$ cat src/design/fpc_div.sv
// restoring divider, 16 quotient bits, one bit per cycle
module fpc_div (
  input  logic        clk,
  input  logic        rst,
  input  logic        start,
  input  logic [45:0] num,
  input  logic [31:0] den,
  output logic        done,
  output logic [15:0] quo
);

  logic [45:0] rem;
  logic [46:0] dsh;
  logic [3:0]  cnt;
  logic        busy, ge;

  assign ge = {1'b0, rem} >= dsh;

  always_ff @(posedge clk) begin
    if (rst) begin
      busy <= 1'b0;
      done <= 1'b0;
    end else begin
      done <= 1'b0;
      if (start) begin
        rem  <= num;
        dsh  <= {den, 15'b0};
        quo  <= '0;
        cnt  <= 4'd15;
        busy <= 1'b1;
      end else if (busy) begin
        if (ge) rem <= rem - dsh[45:0];
        quo <= {quo[14:0], ge};
        dsh <= dsh >> 1;
        if (cnt == 4'd0) begin
          busy <= 1'b0;
          done <= 1'b1;
        end else begin
          cnt <= cnt - 1'b1;
        end
      end
    end
  end

endmodule

$ cat config.mk
export PLATFORM = sky130hd
export DESIGN_NAME = fpc_div
export DESIGN_NICKNAME = d
export VERILOG_FILES = /design/src/design/fpc_div.sv
export SDC_FILE = /design/constraint.sdc
export NUM_CORES = 1
export LEC_CHECK = 0
export BUFFER_PORTS_ARGS = -buffer_cell sky130_fd_sc_hd__buf_2
export CAP_MARGIN = 5
export CORE_UTILIZATION = 35
export CTS_BUF_LIST = sky130_fd_sc_hd__clkbuf_2
export DETAILED_ROUTE_END_ITERATION = 12
export PLACE_DENSITY = 0.58
export SLEW_MARGIN = 10
export SYNTH_ARGS = -nofsm -noshare
export SYNTH_HDL_FRONTEND = slang
export SYNTH_SLANG_ARGS = --single-unit
$ cat constraint.sdc
create_clock -name clk -period 7.1 [get_ports clk]
set_input_delay 1.42 -clock clk [delete_from_list [all_inputs] [get_ports clk]]
set_output_delay 1.42 -clock clk [all_outputs]
set_load 0.01 [all_outputs]
## Word-level counts from Yosys, hierarchy flattened

Cells that the tools add are included.

- Add/sub/neg operators: 2
- Order comparisons: 1
- Equal/unequal tests: 1
- Mux-type cells: 12
- Bitwise logic cells: 2
- Reductions and logical operators: 7

Operators with widths:

| cell | number |
|---|---|
| $mux 46 | 3 |
| $mux 47 | 2 |
| $ge 46x47->1 | 1 |
| $sub 46x46->46 | 1 |
| $mux 16 | 1 |
| $mux 4 | 2 |
| $reduce_and 3->1 | 2 |
| $logic_not 4->1 | 1 |
| $mux 1 | 4 |
| $reduce_bool 2->1 | 2 |
| $sub 4x1->4 const B | 1 |
| $reduce_or 3->1 | 1 |
| $ne 2x2->1 const B | 1 |
| $not 1->1 | 2 |
| $reduce_and 2->1 | 1 |

- Flip-flop bits (word level): 115
- Bits of input ports: 81
- Output and inout port bits: 17
- Logic and storage cells: 32

## Depth between registers and ports, before layout

- Depth after elaboration: 4
- Gate-level depth with buffers: 12
- Depth with buffers taken out: 12

## Least setup slack after synthesis

Ideal clock, no wire load.

- Path kind: input port to flip-flop
- From: input port start
- To: register rem[0] (enable)
- Data arrival time: 5537 ps
- Required time: 6581 ps
- Path slack: 1044 ps
- Stages on the path: 4
- Path buffers: 2
- Path through: clkbuf_1 buf_1 nor3_1 a211oi_1

- Longest elaborated chain between the ends: 2
- Elaborated cells on any way between the ends: 3

RTL lines:

| what | line | RTL |
|---|---|---|
| from (decl) | 5 | `input logic start,` |
| $reduce_bool 2->1 (no line) | n/a |  |
| $reduce_and 3->1 (no line) (*) | n/a |  |
| to (signal assigned) | 26 | `rem <= num;` |
| to (signal assigned) | 32 | `if (ge) rem <= rem - dsh[45:0];` |
| to (decl) | 12 | `logic [45:0] rem;` |

Mark *: on every way between the ends. The rest lies on a longest branch, timed or not.
A chain may end at the register's enable or synchronous reset.

## Final worst setup path

- From: register rem[1]
- To: register rem[16] (enable)

- Longest elaborated chain between the ends: 3

RTL lines:

| what | line | RTL |
|---|---|---|
| $ge 46x47->1 | 17 | `assign ge = {1'b0, rem} >= dsh;` |
| $reduce_bool 2->1 (no line) | n/a |  |
| $reduce_and 3->1 (no line) | n/a |  |

No other way between the ends.

==> impl_metrics.json <==
{
  "ys_warn_count": 0,
  "hold_viol": 0,
  "max_slew_margin": 0.237,
  "cp_cell_sequence": "ha_1 -> nand2b_1 -> a211oi_1 -> o211a_1 -> a21oi_1 -> o21a_1 -> nor3_1 -> nand3_1 -> a211oi_4 -> buf_4",
  "cts_tree": "built",
  "synth-async-reset-ratio": 0,
  "p_leak_nw": 3.51,
  "drtPass1Iterations": 5,
  "clk-insertion-delay-late_ns": 0.73,
  "grt_pass1_vias": 5923,
  "outcome": "finished, final reports clean",
  "crit_slowest_cell": "a211oi_4",
  "syn_nets": 925,
  "rsz0062_at_grt": "no",
  "hold_buffers": 0,
  "final_max_slew_viol_count": 0,
  "die_width_um": 148,
  "p_per_area_nw_per_um2": 216,
  "antenna_found_initial": 1,
  "fin_nets": 1007,
  "drive_gt1_frac": 0.168,
  "drv_cap": 0,
  "avgViaCountPerCell": 5.22,
  "min_period_ns": 4.31,
  "dpl_cell_area_um2": 8210,
  "start_kind": "flop",
  "worstPathRequired_ns": 7.48,
  "clock-skew-final_ns": 0.0460,
  "track_usage": 0.175,
  "ctsResizeCount": 0,
  "seq_area_frac_synth": 0.459,
  "ctsHtreeMaxLevel": 4,
  "fp-row-count": 53,
  "regArea_um2": 3430,
  "path_clk_slew_ns": 0.21,
  "postCtsSetupBuffers": 0,
  "wire_per_inst_um": 15.7,
  "globalplace.congestion": 0.840,
  "nFillCells": 2129,
  "syn_to_final_growth_pct": 13.8,
  "drt_wl_total_mm": 18.3,
  "drc": 0,
  "synth_edf_count": 113,
  "dp_hpwl_mm": 13.4,
  "grt_pass1_wl_mm": 30.2,
  "setup_tns_ns": 0,
  "grt_max_degree": 114,
  "worst_pin_slew_ns": 1.14,
  "drtIter0Drc": 344,
  "ys.flop_type": "edfxtp_1",
  "path_max_fanout": 27,
  "boundaryPins": 98,
  "path_class": "flop to flop",
  "finalSetupViolCount": 0,
  "end_kind": "flop",
  "syn_area_per_cell_um2": 9.40,
  "cts.sinks": 115,
  "syn-cell-area_um2": 7480,
  "die_area_um2": 22000,
  "core_area_um2": 21000,
  "start_util": 0.356,
  "multi_input_area_um2": 3650,
  "hp-class": "flop to flop",
  "critPathMaxStageDelay_ns": 1.00,
  "syn_inst": 796,
  "post-route-period-util": 0.607,
  "ir_drop_uv": 113,
  "fmax_ghz": 0.232,
  "fin_util": 0.405,
  "io_buffers": 97,
  "hold_ws_ns": 0.532,
  "cts_root_buf": "clkbuf_2",
  "antenna_left": 0,
  "synth-seq-cells": 115,
  "route.vias.total": 6086,
  "cts_buffers": 17,
  "clock_path_buffers": 2,
  "fp.dieH_um": 148,
  "power.total_mw": 1.84,
  "overflow": 0,
  "fin_area_um2": 8510,
  "synthDistinctLibCells": 62,
  "crit_arrival_ns": 4.69
}
power breakdown:
| group | switching [mW] | total [mW] | internal (mW) |
|---|---|---|---|
| logic | 0.289 | 0.470 | 0.182 |
| registers | 0.0139 | 0.824 | 0.810 |
| clock network | 0.303 | 0.545 | 0.243 |
| total | 0.605 | 1.84 | 1.23 |
layout make-up:
| class | count | share of cell area |
|---|---|---|
| Inverter | 71 | 0.0313 |
| Tap cell | 275 | 0.0404 |
| Clock buffer | 17 | 0.0100 |
| Antenna cell | 1 | 0.000294 |
| Sequential cell | 115 | 0.403 |
| Clock inverter | 15 | 0.0254 |
| Timing Repair Buffer | 100 | 0.0604 |
| Multi-Input combinational cell | 573 | 0.429 |
critical path, delay by kind of cell, from the launching register on:
family	cells	cell delay, ns
compound gates	5	1.90
fa+ha+maj	1	0.32
buf+inv	1	0.52
flops	1	0.47
simple gates	3	0.76
flip-flops by register name, summed over array words and instances, names as in the netlist:
| name | cells |
|---|---|
| rem | 46 |
| cnt | 4 |
| done | 1 |
| busy | 1 |
| quo | 16 |
| dsh | 47 |
per-layer routing:
layer  part of all wire  routed length [um]  track usage
met2               0.46                8360        0.282
met5                  0                   0            0
met4              0.013                 234       0.0448
met3              0.044                 802       0.0405
met1               0.49                8910        0.236
cells in the final DEF (no fill, tap or decap), types with 4 or more instances in the layout:
cell type	instances
o21a_1	7
ha_1	47
a211oi_1	8
xor2_1	17
o22ai_1	4
a221oi_1	6
nand2_1	106
and2_1	5
o211ai_1	5
inv_1	70
a21o_1	21
xnor2_1	17
nor4_1	6
o21ai_0	80
nor3_1	13
a21boi_0	4
and3_1	6
a21oi_1	58
nand3_1	13
bufinv_16	4
inv_6	7
nor2b_1	20
clkbuf_2	17
nor2_1	47
edfxtp_1	113
buf_2	96
o21bai_1	9
nand4_1	14
Yosys cell counts, drive strengths merged (5+ instances only):
library cell,n,share of area
edfxtp,113,0.45
xnor2,17,0.020
nor4,6,0.0050
nor3,13,0.0087
nand3,13,0.0087
o21ai,84,0.057
xor2,17,0.020
inv,71,0.036
a21o,21,0.021
buf,7,0.0042
ha,47,0.079
nand4,14,0.012
a211oi,9,0.0090
and3,6,0.0050
o21bai,9,0.0090
clkbuf,30,0.015
nor2,47,0.024
o21a,7,0.0070
a21oi,59,0.040
and2,5,0.0042
o211ai,5,0.0050
nor2b,20,0.017
a21boi,5,0.0055
nand2,106,0.053
a221oi,7,0.0090
through the flow:
stage | setup WS (ns) | cells
2_1_floorplan | 1.04 | 796
3_3_place_gp | 2.89 | 1134
3_5_place_dp | 2.79 | 1134
4_1_cts | 2.76 | 1166
5_1_grt | 2.37 | 1167
6_report | 2.79 | 1167
cells by family (layout without fill, tap and decap cells):
family                     Yosys count  after routing  synth area share
AOI/OAI and AO/OA                  242            242             0.208
xor gates and xnor gates            34             34            0.0398
adders and majority gates           48             48            0.0813
buffers and inverters              108            203            0.0550
DFF                                115            115             0.459
muxes                                3              3           0.00435
other                                0              1                 0
and+or+nand+nor                    246            246             0.152
final timing paths:
kind	start	endpoint	slack (ns)	cells after the start
setup / recovery	rem[1]$_DFFE_PP_	rem[16]$_DFFE_PP_	2.79	10
hold / removal	busy$_SDFF_PP0_	done$_SDFF_PP0_	0.53	1
setup reg to reg	rem[1]$_DFFE_PP_	rem[16]$_DFFE_PP_	2.79	10
hold reg to reg	busy$_SDFF_PP0_	done$_SDFF_PP0_	0.53	1
Note: power is estimated with default switching activity, not from simulation.
