<file path="src/design/fpc_sqrt.sv">
// bit-pair iterative integer square root of a sum of squares
module fpc_sqrt (
  input  logic        clk,
  input  logic        rst,
  input  logic        start,
  input  logic [61:0] radicand,
  output logic        done,
  output logic [31:0] root
);

  logic [63:0] v, r, bitm, trial;
  logic        busy, ge;

  assign trial = r + bitm;
  assign ge    = v >= trial;
  assign root  = r[31:0];

  always_ff @(posedge clk) begin
    if (rst) begin
      busy <= 1'b0;
      done <= 1'b0;
    end else begin
      done <= 1'b0;
      if (start) begin
        v    <= 64'(radicand);
        r    <= '0;
        bitm <= 64'h4000_0000_0000_0000;
        busy <= 1'b1;
      end else if (busy) begin
        if (ge) begin
          v <= v - trial;
          r <= (r >> 1) + bitm;
        end else begin
          r <= r >> 1;
        end
        bitm <= bitm >> 2;
        if (bitm[0]) begin
          busy <= 1'b0;
          done <= 1'b1;
        end
      end
    end
  end

endmodule

</file>
<file path="config.mk">
export PLATFORM = sky130hd
export DESIGN_NAME = fpc_sqrt
export DESIGN_NICKNAME = d
export VERILOG_FILES = /design/src/design/fpc_sqrt.sv
export SDC_FILE = /design/constraint.sdc
export NUM_CORES = 1
export LEC_CHECK = 0
export BUFFER_PORTS_ARGS = -buffer_cell sky130_fd_sc_hd__buf_2
export CELL_PAD_IN_SITES_DETAIL_PLACEMENT = 0
export CELL_PAD_IN_SITES_GLOBAL_PLACEMENT = 1
export CORE_ASPECT_RATIO = 0.5
export CORE_UTILIZATION = 35
export DETAILED_ROUTE_END_ITERATION = 7
export GPL_TIMING_DRIVEN = 0
export PLACE_DENSITY = 0.68
export SYNTH_ARGS = -nofsm -noshare
export SYNTH_HDL_FRONTEND = slang
export SYNTH_SLANG_ARGS = --single-unit
</file>
<file path="constraint.sdc">
create_clock -name clk -period 11.9 [get_ports clk]
set_input_delay 0 -clock clk [delete_from_list [all_inputs] [get_ports clk]]
set_output_delay 0 -clock clk [all_outputs]
set_load 0.02 [all_outputs]
</file>
# [After elaboration in Yosys (flattened, before gate mapping)]
# Index checks and enable logic that the tools add are counted.
[word_totals] register_bits=162 in_bits=65 out_inout_bits=33 wordCells=27
[op_classes] addsub=3 order_cmp=1 mux=10 bitwise_logic=2 reduce_logical=5
[op_table] op="$mux 64" count=4
[op_table] op="$add 63x63->64" count=1
[op_table] op="$add 64x63->64" count=1
[op_table] op="$ge 64x64->1" count=1
[op_table] op="$sub 64x64->64" count=1
[op_table] op="$mux 63" count=1
[op_table] op="$mux 62" count=1
[op_table] op="$mux 1" count=4
[op_table] op="$reduce_bool 2->1" count=2
[op_table] op="$reduce_and 3->1" count=1
[op_table] op="$reduce_or 3->1" count=1
[op_table] op="$not 1->1" count=2
[op_table] op="$reduce_and 2->1" count=1

# [Depth between registers and ports, before layout]
# Gate-level depths: netlist of the first run.
[depth] ltp_word=5 mapped_depth=26 mapped_depth_nobuf=23

# [Least setup slack after synthesis of the first run]
# Ideal clock, no wire load.
[synth_path] path_kind="input port to flip-flop" startpoint="input port start" endpoint="register v[0], enable pin" setup_ns=0.584 arrival_ns=9.510 required_time_ns=11.316 slack_ns=1.806 cell_stages=5 path_buffers=2 cell_sequence="clkbuf_1 -> clkbuf_1 -> nor2_1 -> nor2_1 -> a21boi_0"
[synth_via] elab_chain_len=2 word_cells_on_any_way=3 classes_between="reduce/logical: 3"
[synth_lines] element="from (decl)" line="5" rtl="input logic start,"
[synth_lines] element="$reduce_bool 2->1 (no line)"
[synth_lines] element="$reduce_and 3->1 (no line) *"
[synth_lines] element="to (signal assigned)" line="25" rtl="v <= 64'(radicand);"
[synth_lines] element="to (signal assigned)" line="31" rtl="v <= v - trial;"
[synth_lines] element="to (decl)" line="11" rtl="logic [63:0] v, r, bitm, trial;"
# Every way passes the cells marked *; elsewhere a longest branch is shown, timed or not.
# A chain may end at the register's enable or synchronous reset.

# [Final worst setup path of the first run]
[layout_path] startpoint="register bitm[0]" endpoint="register v[37], enable pin"
[layout_via] elab_chain_len=4
[layout_lines] element="from (decl)" line="11"
[layout_lines] element="from (signal assigned)" line="36" rtl="bitm <= bitm >> 2;"
[layout_lines] element="$add 64x63->64" line="14" rtl="assign trial = r + bitm;"
[layout_lines] element="$ge 64x64->1" line="15" rtl="assign ge = v >= trial;"
[layout_lines] element="$reduce_bool 2->1 (no line)"
[layout_lines] element="$reduce_and 3->1 (no line)"
# No other way between the ends.

==> results of run 1 <==
-- cells in the final DEF (no fill, tap or decap), types with 26 or more instances in the layout --
master / instances
dlygate4sd3_1: 63
xnor2_1: 88
xor2_1: 70
edfxtp_1: 160
nand3_1: 46
nand2_1: 211
nor2b_1: 62
o21bai_1: 29
nor2_1: 156
inv_1: 26
ha_1: 130
a21o_1: 42
nand4_1: 51
buf_2: 110
buf_4: 33
a21oi_1: 150
o21ai_0: 143
a31oi_1: 48
clkbuf_1: 69
-- stage by stage --
| stage | setup TNS [ns] | instance area (µm²) |
|---|---|---|
| floorplan | 0 | 15670 |
| global placement | -273.26 | 16890 |
| detailed placement | 0 | 17010 |
| CTS | 0 | 18270 |
| global route | 0 | 18270 |
| finish | 0 | 18280 |
-- sequential cells by signal, indices dropped and copies added, names as in the netlist --
register	flops
r	64
done	1
v	64
bitm	32
busy	1
-- routing by layer --
layer | global-route usage | share of wire | vias to the layer above | routed length, µm
met5 | 0 | 0 | - | 0
met4 | 0.06091 | 0.016 | 0 | 788
met3 | 0.02395 | 0.037 | 45 | 1868
met2 | 0.3524 | 0.44 | 293 | 22070
met1 | 0.3169 | 0.51 | 6864 | 25290
li1 | - | - | 7271 | -
-- kinds of logic after synthesis --
| kind of cell | count (synthesis) | synth area share |
|---|---|---|
| xor gates and xnor gates | 158 | 0.08832 |
| and+or+nand+nor | 663 | 0.2044 |
| DFF | 162 | 0.3092 |
| muxes | 9 | 0.005989 |
| buffers and inverters | 145 | 0.04512 |
| AOI/OAI and AO/OA | 590 | 0.2418 |
| adders and majority gates | 131 | 0.1051 |
-- how the worst max path moves through the flow --
stage	to	slack, ns	cells past startpoint
global route	v[0]	3.59	24
global placement	v[7]	-4.28	6
detailed placement	v[7]	4.28	25
CTS	v[2]	4.26	25
floorplan	v[0]	1.81	5
finish	v[37]	4.21	25
-- area by class of cell --
class                   instances  area (µm²)
diodes                          1       2.502
plain buffers                 118       605.6
clock buffers                  18       429.2
clock inverters                12       206.4
fillers                      4518       25570
inverters                      27       101.3
multi-input cells            1551       10130
flip-flops and latches        162        4845
well taps                     588       735.7
repair buffers                165        1216
-- worst min-delay path, delay by kind of cell --
kind	cells	cell delay [ns]
AOI/OAI and AO/OA	2	0.22
buffers and inverters	1	0.10
-- power breakdown --
part           total [mW]  switching, mW  internal, mW
logic                1.25          0.765         0.484
registers           0.774         0.0547         0.719
clock network       0.638          0.265         0.373
total                2.66           1.08          1.58
==> run metrics, run 1 <==
most frequent cells after synthesis=nand2_1 (211), edfxtp_1 (160), nor2_1 (157); slowest stage delay, CP=0.57 ns; worst reg2reg path depth=25; TritonCTS clock tree=done; top cell type by total area after synthesis=edfxtp_1; share of the synthesized area in the top cell type=0.3067; Worst EP required=12.06 ns; post-layout util=0.4168; initial cell density of the core=0.3573; vias in the first global route=13670; power density over the cells=145.6 nW/µm²; Max rail drop VDD=0.1087 mV; die span in y=151.6 µm; maximum number of buffers from clock root to sink=2; number of antenna violations at the first check in global routing=4; Seq/Total Area, Yosys=0.3092; placed cells=2548; area overhead of the layout relative to synthesis=16.65%; category of the most critical setup path=register to register; CTS Root Cell=clkbuf_16; count of nets left with antenna violations after detail routing=0; Post-Syn Instances=1858; share of layout cells above drive strength 1=0.1150; start point of the worst min-delay path=radicand[58]; number of buffers and inverters on the critical path=5; number of placed I/O pins=98; Worst Setup Slack post-DPL=4.278 ns; kind of end point of the critical path=register; final hold slack=0.02032 ns; # port buffers=97; total chip power=2.661 mW; FF+latch count, synth=162; minimum clock period after layout=7.692 ns; routed via count=14470; Post-synth EDFFs=160; average footprint of a synthesized cell=8.432 µm²; CTS H-tree lvls=4; mapped cell area=15670 µm²; worst path arrival time=7.85 ns; total nets after synthesis=2054; flop2flop setup slack=4.21 ns; largest net degree at the start of global routing=34; setup violators final=0; fraction of registers with async set or reset after synthesis=0; number of max-cap violations=0; final non-filler cell total=2642; Initial DRC Count=957; start point of the critical path=bitm[0]; critical-path cell with the highest stage delay=o21bai_1; area of the die=45670 µm²; cts hold-fix bufs=63; placeable core region=43850 µm²; Setup WS post-layout=4.208 ns; total wirelength of the detailed-routed design=50.02 mm; # Post-CTS Setup Buffers=0; final worst path period share=0.6464; detailed-route DRC error count=0; pins over their slew limit=0; chip width=301.2 µm; clock latency of the later-clocked register in the worst-skew pair=0.46 ns; category of the worst setup path launch point=register; ranking of synthesized cells by area=edfxtp_1 (31%), ha_1 (10%), nand2_1 (5.1%), xnor2_1 (4.9%), a21oi_1 (4.8%); CTS clock-pin slew for the worst setup and hold paths=0.07 ns; mean number of vias per cell=5.478; global-route wire length before repair=77.85 mm; measured slew at the worst slew-check pin=1.099 ns; critical register-to-register path startpoint=bitm[0]; cell class contributing the biggest share of worst-path delay=compound AO/OA/AOI/OAI gates; Fin. Hold Viols=0; outcome=completed; drt wl/cell=18.93 µm; Final HPWL DP=39.04 mm; Initial DRT Pass Iterations=5; worst relative slew slack=0.2671; Primary FF master, synth=edfxtp_1; count of cell types in the netlist=84; number of sinks driven by the clock tree=162; # nets final=2238; dominant cell by count in the synthesized netlist=nand2_1; number of rows in the core area=54; terminus of the critical flop-to-flop path=v[37]; Final Skew=0.01249 ns; Resize count post-CTS=0; CP Max Fanout=27; gr ovfl total=0; leakage power=6.892 nW; top achievable clock speed=130.0 MHz; Hold WC Path Type=input pin to register; RePlAce Congestion=0.8914; number of warning messages in the yosys log=0; overall fraction of global-route tracks in use=0.2214; Hold Path Sink=v[58]; setup repair after global routing missed its margin=false; worst hold path depth=3; number of buffers inserted during clock tree synthesis=17
(Power assumes the default switching activity.)
==> run 2: changes to the inputs <==
--- a/config.mk
+++ b/config.mk
@@ -12,7 +12,7 @@
 export CORE_UTILIZATION = 35
 export DETAILED_ROUTE_END_ITERATION = 7
 export GPL_TIMING_DRIVEN = 0
-export PLACE_DENSITY = 0.68
+export PLACE_DENSITY = 0.71
 export SYNTH_ARGS = -nofsm -noshare
 export SYNTH_HDL_FRONTEND = slang
 export SYNTH_SLANG_ARGS = --single-unit
==> constraint.sdc (replaced) <==
create_clock -name clk -period 6.2 [get_ports clk]
set_input_delay 0 -clock clk [delete_from_list [all_inputs] [get_ports clk]]
set_output_delay 0 -clock clk [all_outputs]
set_load 0.02 [all_outputs]
==> run 2 against run 1 <==
  * Global-route usage rose by 0.20 points
  * Maximum frequency up 28%
  * Clock-buffer cell count is the same
  * Core utilization is 1.1 points higher
  * First-iteration DRC count increased by 21%
  * Critical path depth stayed put
  * Largest cell class unchanged
  * Non-clock buffer count is 23 higher
  * Worst setup slack worse by 4.0 ns
  * Design area up 2.6%
  * The run now ends with design-rule violations left
  * Highest routed layer unchanged
  * Clock skew fell by 0.0013 ns
  * Via count rose by 0.66%
==> run metrics, run 2 (same netlist as run 1, synthesis figures left out) <==
outcome=complete, but fails checks; violations in the final reports=design-rule violations; count of nets left with antenna violations after detail routing=0 (unchanged); minimum clock period after layout=6.010 ns (-1.682 ns); number of rows in the core area=54 (unchanged); worst relative slew slack=0.2436 (-0.02355); maximum number of buffers from clock root to sink=2 (unchanged); Initial DRC Count=1156 (+21%); Hold WC Path Type=input pin to register; area overhead of the layout relative to synthesis=19.72%; # port buffers=97 (unchanged); worst hold path depth=2 (-1); setup repair after global routing missed its margin=true; Final HPWL DP=38.97 mm (-0.20%); number of sinks driven by the clock tree=162 (unchanged); start point of the worst min-delay path=start; start point of the critical path=bitm[12]; CP Max Fanout=28 (+3.7%); mean number of vias per cell=5.464 (-0.25%); slowest stage delay, CP=0.47 ns (-0.10 ns); Hold Path Sink=bitm[62]; Worst EP required=6.40 ns (-5.66 ns); overall fraction of global-route tracks in use=0.2234 (+0.002013); Antenna diodes=0 (-1); leading cell type in the layout, fill and taps excluded=nand2_1; pins over their slew limit=0 (unchanged); vias in the first global route=14040 (+2.7%); final hold slack=0.3050 ns (+0.2846 ns); CTS H-tree lvls=4 (unchanged); leakage power=7.062 nW (+2.5%); number of antenna violations at the first check in global routing=2 (-2); worst reg2reg path depth=25 (unchanged); clock latency of the later-clocked register in the worst-skew pair=0.46 ns (about the same); top achievable clock speed=166.4 MHz (+28%); # nets final=2261 (+1.0%); drt wl/cell=18.98 µm (+0.27%); measured slew at the worst slew-check pin=1.135 ns (+0.03533 ns); Fin. Hold Viols=0 (unchanged); gr ovfl total=0 (unchanged); placeable core region=43850 µm² (unchanged); CTS Root Cell=clkbuf_16; flop2flop setup slack=0.19 ns (-4.02 ns); critical register-to-register path startpoint=bitm[12]; Initial DRT Pass Iterations=7 (+2); area of the die=45670 µm² (unchanged); critical-path cell with the highest stage delay=o41a_1; total chip power=5.163 mW (+94%); total wirelength of the detailed-routed design=50.61 mm (+1.2%); Max rail drop VDD=0.2255 mV (+110%); number of max-cap violations=0 (unchanged); CTS clock-pin slew for the worst setup and hold paths=0.07 ns (about the same); chip width=301.2 µm (unchanged); power density over the cells=275.3 nW/µm² (+89%); Final Skew=0.01123 ns (-0.001257 ns); Largest regs=r (64), v (64), bitm (32); number of buffers inserted during clock tree synthesis=17 (unchanged); routed via count=14570 (+0.66%); global-route wire length before repair=78.54 mm (+0.89%); RePlAce Congestion=0.9031 (+1.3%); most prevalent standard cell on the critical path=a21o_1; number of placed I/O pins=98 (unchanged); final worst path period share=0.9693 (+0.3229); terminus of the critical flop-to-flop path=v[26]; setup violators final=0 (unchanged); commonest cells after routing, fill and taps aside=nand2_1 (209), edfxtp_1 (160), nor2_1 (156), a21oi_1 (144), o21ai_0 (141); detailed-route DRC error count=2 (+2); die span in y=151.6 µm (unchanged); category of the most critical setup path=register to register; largest net degree at the start of global routing=34 (unchanged); kind of end point of the critical path=register; share of layout cells above drive strength 1=0.1453 (+0.03038); worst path arrival time=6.21 ns (-1.64 ns); category of the worst setup path launch point=register; initial cell density of the core=0.3573 (unchanged); TritonCTS clock tree=done
run 2: area by class of cell:
type,instances,area [µm²]
Buffer,116,635.6
Fill cell,4493,25090
Tap cell,588,735.7
Inverter,27,101.3
Multi-Input combinational cell,1551,10420
Sequential cell,162,4845
Clock buffer,18,429.2
Timing Repair Buffer,190,1414
Clock inverter,14,177.7
run 2: worst max-delay path: cells and delay by family, from the launching register on:
| kind | cells | cell delay, ns |
|---|---|---|
| AOI/OAI and AO/OA | 13 | 2.68 |
| and+or+nand+nor | 4 | 0.93 |
| buffers and inverters | 5 | 0.81 |
| adders and majority gates | 2 | 0.67 |
| DFF | 1 | 0.45 |
| xor gates and xnor gates | 1 | 0.16 |
run 2: what timing repair did:
item,4_1_cts,5_1_grt
endpoints found under the hold margin,65,0
hold buffers,64,0
pin swaps,5,11
cloned,0,0
setup endpoints to repair,128,132
resized for setup,17,28
buffers inserted,14,10
run 2: how the worst max path moves through the flow:
stage               slack, ns     to  cells after the start
global placement        -7.87  v[17]                     23
finish                   0.19  v[26]                     25
global route            -0.01  v[26]                     25
CTS                     0.004  v[26]                     25
floorplan               -3.27   v[0]                     24
detailed placement      -1.04   v[7]                     24
run 2: routing by layer:
layer	share of wire	routed length, µm	GRT usage	vias to the layer above
li1	-	-	-	7296
met1	0.50	25150	0.3121	6973
met2	0.45	23020	0.3658	268
met3	0.036	1836	0.03122	31
met4	0.012	601	0.04822	0
met5	0	0	0	-
run 2: report_power, final:
part	total, mW	internal (mW)	switching (mW)
clock	1.17	0.642	0.533
sequential	1.48	1.38	0.103
combinational	2.51	1.00	1.50
total	5.16	3.03	2.14
run 2: metrics by stage:
| stage | util | setup slack (ns) | std cells | setup TNS (ns) | instance area (µm²) |
|---|---|---|---|---|---|
| 4_1_cts | 0.4228 | 0.004050 | 2658 | 0 | 18540 |
| 6_report | 0.4278 | 0.1903 | 2666 | 0 | 18760 |
| 5_1_grt | 0.4278 | -0.009946 | 2666 | -0.01744 | 18760 |
| 3_3_place_gp | 0.3873 | -7.873 | 2543 | -537.04 | 16990 |
| 2_1_floorplan | - | -3.270 | 1858 | -209.25 | 15760 |
| 3_5_place_dp | 0.3902 | -1.035 | 2548 | -98.18 | 17110 |
