`src/design/fpc_pkg.sv`:
```
// shared types, constants and tables of the first-person camera pose block
package fpc_pkg;

  typedef logic signed [24:0] ang_t;
  typedef logic signed [15:0] vec_t;

  // angles in degrees, q9.16
  localparam int DEG_HALF    = 11796480;
  localparam int DEG_TURN    = 23592960;
  localparam int DEG_QUARTER = 5898240;
  localparam int PITCH_LIMIT = 5832704;
  // half turn plus 128 turns, keeps any look sum positive before the reduction
  localparam logic signed [34:0] WRAP_BIAS = 35'sd3031695360;

  localparam int VEC_ONE     = 16384;
  localparam int CORDIC_GAIN = 652032874;
  localparam int ATAN_N      = 24;

  localparam logic [1:0] KIND_PLACE = 2'd0;
  localparam logic [1:0] KIND_MOVE  = 2'd1;
  localparam logic [1:0] KIND_LOOK  = 2'd2;

  localparam logic [1:0] DIR_FORWARD  = 2'd0;
  localparam logic [1:0] DIR_BACKWARD = 2'd1;
  localparam logic [1:0] DIR_LEFT     = 2'd2;
  localparam logic [1:0] DIR_RIGHT    = 2'd3;

  localparam logic [2:0] REG_MOVE_SPEED = 3'd0;
  localparam logic [2:0] REG_LOOK_SENS  = 3'd1;
  localparam logic [2:0] REG_UP_X       = 3'd2;
  localparam logic [2:0] REG_UP_Y       = 3'd3;
  localparam logic [2:0] REG_UP_Z       = 3'd4;

  localparam logic [23:0] MOVE_SPEED_RST = 24'd163840;
  localparam logic [15:0] LOOK_SENS_RST  = 16'd6554;

  // atan(2^-i) in degrees q9.16
  function automatic logic [21:0] atan_deg(input logic [4:0] i);
    case (i)
      5'd0:  return 22'd2949120;
      5'd1:  return 22'd1740967;
      5'd2:  return 22'd919879;
      5'd3:  return 22'd466945;
      5'd4:  return 22'd234379;
      5'd5:  return 22'd117305;
      5'd6:  return 22'd58666;
      5'd7:  return 22'd29335;
      5'd8:  return 22'd14668;
      5'd9:  return 22'd7334;
      5'd10: return 22'd3667;
      5'd11: return 22'd1833;
      5'd12: return 22'd917;
      5'd13: return 22'd458;
      5'd14: return 22'd229;
      5'd15: return 22'd115;
      5'd16: return 22'd57;
      5'd17: return 22'd29;
      5'd18: return 22'd14;
      5'd19: return 22'd7;
      5'd20: return 22'd4;
      5'd21: return 22'd2;
      5'd22: return 22'd1;
      default: return 22'd0;
    endcase
  endfunction

endpackage

```
`src/design/fpc_cordic.sv`:
```
// iterative cordic giving sine and cosine in q2.14 of an angle in degrees q9.16
module fpc_cordic #(
  parameter int CORDIC_STEPS = 16
) (
  input  logic          clk,
  input  logic          rst,
  input  logic          start,
  input  fpc_pkg::ang_t angle,
  output logic          done,
  output fpc_pkg::vec_t sin_out,
  output fpc_pkg::vec_t cos_out
);

  localparam int NSTEP = (CORDIC_STEPS < fpc_pkg::ATAN_N) ? CORDIC_STEPS : fpc_pkg::ATAN_N;
  localparam int CW = $clog2(NSTEP);

  logic signed [33:0] x, y, xn, yn, xr, yr;
  logic signed [25:0] z, zn, at, fold;
  logic [CW-1:0]      i;
  logic               busy, neg, fneg;

  always_comb begin
    at = $signed({4'b0000, fpc_pkg::atan_deg(5'(i))});
    if (z >= 0) begin
      xn = x - (y >>> i);
      yn = y + (x >>> i);
      zn = z - at;
    end else begin
      xn = x + (y >>> i);
      yn = y - (x >>> i);
      zn = z + at;
    end
    xr = xn + 34'sd32768;
    yr = yn + 34'sd32768;
    // fold the outer half turn onto the inner one
    fneg = 1'b0;
    fold = 26'(angle);
    if (angle > 25'(fpc_pkg::DEG_QUARTER)) begin
      fold = 26'(angle) - 26'(fpc_pkg::DEG_HALF);
      fneg = 1'b1;
    end else if (angle < -25'(fpc_pkg::DEG_QUARTER)) begin
      fold = 26'(angle) + 26'(fpc_pkg::DEG_HALF);
      fneg = 1'b1;
    end
  end

  always_ff @(posedge clk) begin
    if (rst) begin
      busy <= 1'b0;
      done <= 1'b0;
    end else begin
      done <= 1'b0;
      if (start) begin
        x    <= 34'(fpc_pkg::CORDIC_GAIN);
        y    <= '0;
        z    <= fold;
        neg  <= fneg;
        i    <= '0;
        busy <= 1'b1;
      end else if (busy) begin
        x <= xn;
        y <= yn;
        z <= zn;
        if (i == CW'(NSTEP - 1)) begin
          busy    <= 1'b0;
          done    <= 1'b1;
          cos_out <= neg ? -xr[31:16] : xr[31:16];
          sin_out <= neg ? -yr[31:16] : yr[31:16];
        end else begin
          i <= i + 1'b1;
        end
      end
    end
  end

endmodule

```
`config.mk`:
```
export PLATFORM = sky130hd
export DESIGN_NAME = fpc_cordic
export DESIGN_NICKNAME = d
export VERILOG_FILES = /design/src/design/fpc_pkg.sv /design/src/design/fpc_cordic.sv
export SDC_FILE = /design/constraint.sdc
export NUM_CORES = 1
export LEC_CHECK = 0
export BUFFER_PORTS_ARGS = -buffer_cell sky130_fd_sc_hd__buf_4
export CORE_ASPECT_RATIO = 0.9
export CORE_MARGIN = 3
export CORE_UTILIZATION = 40
export DETAILED_ROUTE_END_ITERATION = 7
export SKIP_LAST_GASP = 1
export SLEW_MARGIN = 20
export SYNTH_ARGS = -nofsm -noshare
export SYNTH_HDL_FRONTEND = slang
export SYNTH_SLANG_ARGS = --single-unit
```
`constraint.sdc`:
```
create_clock -name clk -period 9.35 [get_ports clk]
set_clock_uncertainty 0.1 [all_clocks]
set_input_delay 0.935 -clock clk [delete_from_list [all_inputs] [get_ports clk]]
set_output_delay 0.935 -clock clk [all_outputs]
set_load 0.02 [all_outputs]
```
## After elaboration in Yosys (flattened, before gate mapping)

Memories as Yosys holds them, arrays and structs flattened. A register that Yosys moved wholly into a read port is not among the register bits.
Cells that the tools add are included.

- Div/mod/pow operators: 0
- Reduce and logical (&&, ||, !) cells: 6
- Shift operators: 2
- $mul: 0
- Equal/unequal tests: 2
- Magnitude comparators: 3
- Multiplexer cells: 20
- $add $sub $neg: 13
- Bitwise operators: 3

Operators by type and width:

| cell | number |
|---|---|
| two-way mux 34 bit | 4 |
| two-way mux 26 bit | 5 |
| adder 34 bit | 2 |
| >>> shifter 34 x 4 -> 34 bit | 2 |
| subtractor 34 bit | 2 |
| adder 32 x 17 -> 32 bit (second input constant) | 2 |
| two-way mux 16 bit | 2 |
| negator 16 bit | 2 |
| adder 25 x 25 -> 26 bit (second input constant) | 1 |
| adder 26 x 23 -> 26 bit | 1 |
| >= comparator 26 x 1 -> 1 bit (second input constant) | 1 |
| subtractor 25 x 25 -> 26 bit (second input constant) | 1 |
| subtractor 26 x 23 -> 26 bit | 1 |
| > comparator 25 x 24 -> 1 bit (second input constant) | 1 |
| less-than comparator 25 x 24 -> 1 bit (second input constant) | 1 |
| two-way mux 4 bit | 4 |
| two-way mux 1 bit | 5 |
| adder 4 x 1 -> 4 bit (second input constant) | 1 |
| equality test 4 bit (second input constant) | 1 |
| AND reduction 2 bit | 2 |
| AND reduction 4 bit | 1 |
| NOT 1 bit | 3 |
| AND reduction 3 bit | 1 |
| OR reduction 3 bit | 1 |
| 2 further kinds | 2 |

- Bits in latches: 0
- Bits in writable memories: 0
- Input bits: 28
- Register bits after elaboration: 133
- Memories kept: 1
- Bits in read-only memories: 352
- Logic and storage cells: 59

Memory list:

| memory | words | bits a word | read ports | clocked after memory_dff | write ports | RTL line | RTL |
|---|---|---|---|---|---|---|---|
| (no name shown) | 16 | 22 | 1 | 1 | 0 | fpc_pkg.sv:39 | `case (i)` |

## Logic depth before layout (Yosys ltp)

Gate-level depths: netlist (run 1).

- Depth after elaboration: 6
- Depth in mapped cells: 32

## Least setup slack after synthesis (run 1)

Ideal clock, no wire load.

- Path type: in2reg
- Start point: input port start
- End point: register at[4] (netlist name)
- Path buffers: 1
- Required time: 9.110 ns
- Path slack: 1.116 ns
- Cell stages on the path: 12
- Library setup time: 0.140 ns
- Arrival time: 7.993 ns
- Cell sequence: clkbuf_1 nor2_1 nor2_1 o21ai_0 clkinv_1 mux2i_1 inv_1 ha_1 inv_1 nor2_1 o21ai_0 o21ai_0

- Cells in the longest elaborated chain, start to end: 3

RTL lines:

| item | RTL line | RTL |
|---|---|---|
| start, declared | fpc_cordic.sv:7 | `input logic start,` |
| != test 2 bit (no line) / nonzero test 2 bit (equally long branches) | - |  |
| AND reduction 3 bit (no line) | - |  |
| two-way mux 4 bit (no line) (*) | - |  |

Mark *: on every way between the ends. The rest lies on a longest branch, timed or not.
A chain may end at the register's enable or synchronous reset.

## Worst setup path in the final report (run 1)

- Start point: register i[0]
- End point: register sin_out[15], data pin

- Cells in the longest elaborated chain, start to end: 6

RTL lines:

| item | RTL line | RTL |
|---|---|---|
| start, declared | fpc_cordic.sv:19 | `logic [CW-1:0] i;` |
| start signal, assigned | fpc_cordic.sv:70 | `i <= i + 1'b1;` |
| >>> shifter 34 x 4 -> 34 bit (*) | fpc_cordic.sv:26, fpc_cordic.sv:30 |  |
| subtractor 34 bit / adder 34 bit (equally long branches) | fpc_cordic.sv:30, fpc_cordic.sv:26 |  |
| two-way mux 34 bit (*) | fpc_cordic.sv:24 | `if (z >= 0) begin` |
| via yn[15] | fpc_cordic.sv:17 | `logic signed [33:0] x, y, xn, yn, xr, yr;` |
| adder 32 x 17 -> 32 bit (*) | fpc_cordic.sv:34 | `yr = yn + 34'sd32768;` |
| negator 16 bit | fpc_cordic.sv:68 | `sin_out <= neg ? -yr[31:16] : yr[31:16];` |
| two-way mux 16 bit (*) | fpc_cordic.sv:68 |  |
| end signal, assigned | fpc_cordic.sv:68 |  |
| end, declared | fpc_cordic.sv:10 | `output fpc_pkg::vec_t sin_out,` |

Mark *: on every way through the listed nets, which the timed path passes. The rest lies on a longest branch.

==> results.json, run 1 <==
{
  "fin_nets": 2077,
  "diodes": 0,
  "wire_per_inst_um": 18.71,
  "slowest_stage": "mux4_2",
  "reg2reg_slack_ps": 1120,
  "final_util_pct": 44.35,
  "yosysTopAreaCell": "edfxtp_1",
  "reg2reg_from": "i[0]",
  "vias_per_cell": 5.983,
  "cpMostUsedCell": "a21oi_1",
  "dr.pass1.iters": 6,
  "setup.worst_path.start_class": "flop",
  "numCtsBuffers": 17,
  "maxCapViolCount": 0,
  "initial_core_util_pct": 41.02,
  "grt_pass1_vias": 14160,
  "ys_types": 90,
  "power.total_uw": 6988,
  "final_cell_mix": "nand2_1 (193), nor2_1 (153), xnor2_1 (137)",
  "clk_latency_ps": 460,
  "setup_tns_ps": 0,
  "routed_wirelength_um": 46700,
  "crit_path_start": "i[0]",
  "register_area_um2": 4414,
  "hold_buffers": 0,
  "clkSlewWorstSetupHoldPaths_ps": 70,
  "min_path_type": "reg2reg",
  "postSynthNetCount": 2076,
  "ys_warn_count": 0,
  "period_share_pct": 88.02,
  "synth_top_area_share_pct": 22.63,
  "die_w_um": 225.7,
  "power.density_nw_per_um2": 371.9,
  "syn_inst": 1935,
  "slew_viol_final": 0,
  "antenna_found_initial": 2,
  "synth_async_sr_flop_share_pct": 0,
  "synth_ff_type": "edfxtp_1",
  "power_switching_uw": 3419,
  "relSlewSlack_pct": 27.55,
  "worstMarginPinSlew_ps": 1087,
  "hold_start": "busy",
  "leakage_uw": 0.007165,
  "rows": 71,
  "timing.fmax_ghz": 0.1215,
  "hpwl_um": 35170,
  "syn_avg_cell_area_um2": 8.983,
  "synth.area.top_cells": "edfxtp_1 (23%), mux4_2 (8.4%), ha_1 (7.9%), xnor2_1 (6.9%), nand2_1 (4.2%)",
  "grt_pass1_wl_um": 75380,
  "cts_tree": "yes",
  "final_antenna_net_count": 0,
  "gr-total-overflow": 0,
  "rsz0062_at_grt": "no",
  "multi_input_comb_area_um2": 12260,
  "nFillCells": 4000,
  "finalHoldViolations": 0,
  "die_h_um": 203.8,
  "clkPwrFrac_pct": 10.7,
  "holdPathStages": 1,
  "instances_no_fill": 2496,
  "drive_gt1_share_pct": 12.98,
  "drc_errors": 0,
  "timing.hold.ws_ps": 435.2,
  "worstHoldEndpoint": "done",
  "syn2layout_area_growth_pct": 8.105,
  "core_um2": 42370,
  "p_comb_share_pct": 71.1,
  "internal_power_uw": 3569,
  "num_vias": 14933,
  "cts_resized": 0,
  "final_common_cell": "nand2_1",
  "die-area_um2": 46000,
  "yosysSeqAreaShare_pct": 25.39,
  "postCtsSetupBuffers": 0,
  "worstPathArrival_ps": 8350,
  "grt_use_total_pct": 20.33,
  "io_pins": 61,
  "port_buffers": 60,
  "clock_sinks": 155,
  "worstRegToRegCells": 25,
  "swShare_pct": 48.92,
  "fin_crit_ps": 8230,
  "slowest_delay_ps": 610,
  "synth_edf_count": 131,
  "final-setup-viol-count": 0,
  "place_inst": 2464,
  "worst-path-max-fanout": 33,
  "ir_drop_mv": 0.2820,
  "r2r-end": "sin_out[15]",
  "cts_root_buf": "clkbuf_16",
  "crit_type": "reg2reg",
  "cp_data_required_time_ps": 9470,
  "endpoint_kind": "flop",
  "grt_max_degree": 75,
  "drtIter0Drc": 1209,
  "htree_levels": 4,
  "synth_seq_cells": 155,
  "pwr-share-seq_pct": 18.2,
  "outcome": "completed",
  "place.gp.congestion": 0.9272,
  "clockBufferDepth": 2,
  "syn_area_um2": 17380
}
==> flip-flops by register name, summed over array words and instances (netlist names) <==
register,flops
x,34
y,34
z,26
at,22
cos_out,16
sin_out,16
i,4
busy,1
done,1
neg,1
==> power by group through the flow <==
stage | combinational, uW | clock (uW) | sequential [uW]
floorplan | 3930 | 0 | 1180
global placement | 4820 | 0 | 1270
detailed placement | 4870 | 0 | 1280
CTS | 4920 | 767 | 1260
global route | 5550 | 794 | 1290
finish | 4970 | 746 | 1270
==> critical path: cells and delay by family, from the launching register on <==
family / cells / cell delay [ps]
AND/OR/NAND/NOR: 11 / 3210
AO/OA/AOI/OAI: 6 / 1910
multiplexers: 2 / 910
adder cells (fa/ha/maj): 2 / 600
buffers and inverters: 2 / 550
flip-flops: 1 / 350
XOR/XNOR: 2 / 330
==> cell families after synthesis <==
| kind of cell | synth area share [%] |
|---|---|
| compound gates | 18.35 |
| buf+inv | 4.204 |
| flops | 25.39 |
| fa+ha+maj | 8.263 |
| xor+xnor | 10.88 |
| mux | 14.73 |
| simple gates | 18.17 |
==> stage by stage <==
step / worst slack, ps / cell area (um2)
after CTS: 1271 / 18790
after floorplan: 1116 / 17380
after global placement: 1347 / 18160
final: 1120 / 18790
after detailed placement: 1307 / 18160
after global routing: 422.4 / 18790
==> Yosys cell counts, types with 5 or more instances <==
master / number
a211o_1: 5
a211oi_1: 23
a21boi_0: 5
a21o_1: 38
a21oi_1: 115
a22oi_1: 7
a31oi_1: 18
and2_1: 13
and3_1: 22
and4_1: 6
buf_1: 7
buf_2: 6
buf_4: 6
buf_6: 7
clkbuf_1: 62
dfxtp_1: 24
edfxtp_1: 131
ha_1: 110
inv_1: 63
mux2_2: 37
mux2i_1: 39
mux4_1: 11
mux4_2: 65
nand2_1: 193
nand2b_1: 27
nand3_1: 42
nand4_1: 16
nor2_1: 154
nor2b_1: 29
nor3_1: 42
nor3b_1: 6
nor4_1: 16
nor4b_1: 6
o2111ai_1: 6
o211ai_1: 20
o21a_1: 19
o21ai_0: 133
o21bai_1: 14
o22ai_1: 11
o31ai_1: 24
or2_2: 25
or3_1: 23
or4_1: 7
xnor2_1: 137
xor2_1: 79
==> layout make-up <==
class	instances	share of cell area, %
Clock buffer	22	2.816
Clock inverter	10	0.5193
Inverter	64	1.278
Multi-Input combinational cell	1622	65.22
Sequential cell	155	23.49
Tap cell	547	3.642
Timing Repair Buffer	76	3.036
==> how the worst max path moves through the flow <==
stage | to | cells after the start
after global placement | sin_out[15] | 25
after global routing | sin_out[15] | 25
after detailed placement | sin_out[15] | 25
after floorplan | at[4] | 12
final | sin_out[15] | 25
after CTS | sin_out[15] | 25
==> layer usage <==
metal | vias up | GRT usage [%] | part of all wire, %
met5 | - | 0 | 0
met4 | 0 | 4.561 | 1.3
met3 | 50 | 4.246 | 6.2
met2 | 450 | 30.75 | 43
met1 | 7175 | 29.81 | 49
li1 | 7258 | - | -
Power figures use the tool's default switching activity.
==> run 2: changes to the inputs <==
- clock period: 9.35 -> 10.5 ns (I/O delays scaled with it)
==> run 2 against run 1 <==
  * Flip-flop and latch count unchanged
  * Critical path type unchanged
  * Largest cell class unchanged
  * Via count decreased by 0.70%
  * Worst setup slack improved by 1100 ps
==> results.json, run 2 (synthesis results as in run 1) <==
{
  "outcome": "completed",
  "slew_viol_final": 0,
  "wire_per_inst_um": 18.34,
  "dpl_worst_slack_ps": 2210,
  "fin_nets": 2076,
  "worstHoldEndpoint": "done",
  "met2_usage_pct": 30.10,
  "final_util_pct": 44.37,
  "clock_sinks": 155,
  "place_inst": 2463,
  "setup_tns_ps": 0,
  "place.gp.congestion": 0.9050,
  "postCtsSetupBuffers": 0,
  "crit_type": "reg2reg",
  "slowest_delay_ps": 940,
  "crit_path_cell_trace": "buf_4 -> mux4_1 -> mux4_2 -> nor2_2 -> nand3_1 -> or3_4 -> o21ai_0 -> xnor2_1 -> ha_1 -> a21oi_1 -> nand2_1 -> o31ai_1 -> o211ai_1 -> a21o_1 -> nor4_1 -> nand4b_1 -> or4b_1 -> a211oi_1 -> o2111ai_1 -> o31ai_1 -> xnor2_1",
  "drc_errors": 0,
  "rsz0062_at_grt": "no",
  "ir_drop_mv": 0.3016,
  "grt_pass1_vias": 14094,
  "hold_start": "busy",
  "timing.hold.ws_ps": 424.8,
  "dr.pass1.iters": 5,
  "core_um2": 42370,
  "fin_crit_ps": 8318,
  "drive_gt1_share_pct": 12.89,
  "die_w_um": 225.7,
  "leakage_uw": 0.007158,
  "finalHoldViolations": 0,
  "setup.worst_path.start_class": "flop",
  "final_common_cell": "nand2_1",
  "cp.buffers_inverters": 1,
  "endpoint_kind": "flop",
  "final_cell_mix": "nand2_1 (193), nor2_1 (153), xnor2_1 (137)",
  "diodes": 0,
  "period_share_pct": 79.22,
  "worstMarginPinSlew_ps": 1071,
  "met1_usage_pct": 30.13,
  "grt_pass1_wl_um": 74830,
  "nFillCells": 4051,
  "cp_data_required_time_ps": 10610,
  "power.density_nw_per_um2": 330.1,
  "reg2reg_slack_ps": 2180,
  "io_pins": 61,
  "hpwl_um": 34380,
  "final_antenna_net_count": 0,
  "die_h_um": 203.8,
  "drtIter0Drc": 1190,
  "reg2reg_from": "i[1]",
  "maxCapViolCount": 0,
  "syn2layout_area_growth_pct": 8.169,
  "holdPathStages": 1,
  "cp_top_family": "compound AO/OA/AOI/OAI gates",
  "cts_root_buf": "clkbuf_16",
  "port_buffers": 60,
  "timing.fmax_ghz": 0.1202,
  "met3_usage_pct": 3.425,
  "worstRegToRegCells": 21,
  "hold_buffers": 0,
  "die-area_um2": 46000,
  "min_path_type": "reg2reg",
  "slowest_stage": "edfxtp_1",
  "top_regs": "x x34, y x34, z x26",
  "busiest_layer": "met1",
  "cts_tree": "yes",
  "fin_ws_ps": 2182,
  "crit_path_start": "i[1]",
  "r2r-end": "cos_out[15]",
  "relSlewSlack_pct": 28.61,
  "initial_core_util_pct": 41.02,
  "final-setup-viol-count": 0,
  "worstPathArrival_ps": 8420,
  "antenna_found_initial": 0,
  "numCtsBuffers": 17,
  "routed_wirelength_um": 45750,
  "vias_per_cell": 5.943,
  "clockBufferDepth": 2,
  "clk_latency_ps": 460,
  "instances_no_fill": 2495,
  "grt_use_total_pct": 20.04,
  "grt_max_degree": 75,
  "htree_levels": 4,
  "gr-total-overflow": 0,
  "worst-path-max-fanout": 24,
  "num_vias": 14829,
  "cts_resized": 0,
  "clkSlewWorstSetupHoldPaths_ps": 70,
  "rows": 71
}
run 2: layer usage:
layer	vias to the layer above	routed length (um)
met5	-	0
met3	44	2383
met4	0	575
li1	7238	-
met2	436	19720
met1	7111	23080
run 2: metrics by stage:
step,instance area (um2),total power [uW]
6_report,18800,6207
5_1_grt,18800,6800
4_1_cts,18800,6187
3_5_place_dp,18150,5433
3_3_place_gp,18150,5402
2_1_floorplan,17380,4546
run 2: how the worst max path moves through the flow:
stage             endpoint  slack, ps  cells past startpoint
2_1_floorplan        at[4]       2150                     12
5_1_grt        cos_out[15]       1550                     21
3_5_place_dp   cos_out[15]       2210                     21
3_3_place_gp   sin_out[15]       2430                     21
4_1_cts        cos_out[15]       2140                     21
6_report       cos_out[15]       2180                     21
run 2: worst reg2reg max path: stages (launching register included):
cell and delay [ps]:
edfxtp_1 940, buf_4 350, mux4_1 640, mux4_2 550
nor2_2 120, nand3_1 130, or3_4 400, o21ai_0 210
xnor2_1 170, ha_1 320, a21oi_1 290, nand2_1 90
o31ai_1 530, o211ai_1 280, a21o_1 240, nor4_1 550
nand4b_1 420, or4b_1 580, a211oi_1 440, o2111ai_1 260
o31ai_1 330, xnor2_1 110
run 2: final cells by class:
type | count | area [um2] | share of cell area [%]
flip-flops and latches | 155 | 4414 | 23.48
multi-input cells | 1622 | 12260 | 65.18
clock buffers | 18 | 429.2 | 2.282
inverters | 64 | 240.2 | 1.278
repair buffers | 75 | 563.0 | 2.994
well taps | 547 | 684.4 | 3.640
clock inverters | 14 | 216.5 | 1.151
run 2: where the power goes:
part / total [uW] / internal (uW) / leakage [uW] / switching (uW)
registers: 1140 / 959 / 0.00143 / 179
logic: 4370 / 1820 / 0.00542 / 2540
clock network: 704 / 423 / 0.000305 / 281
total: 6210 / 3200 / 0.00716 / 3000
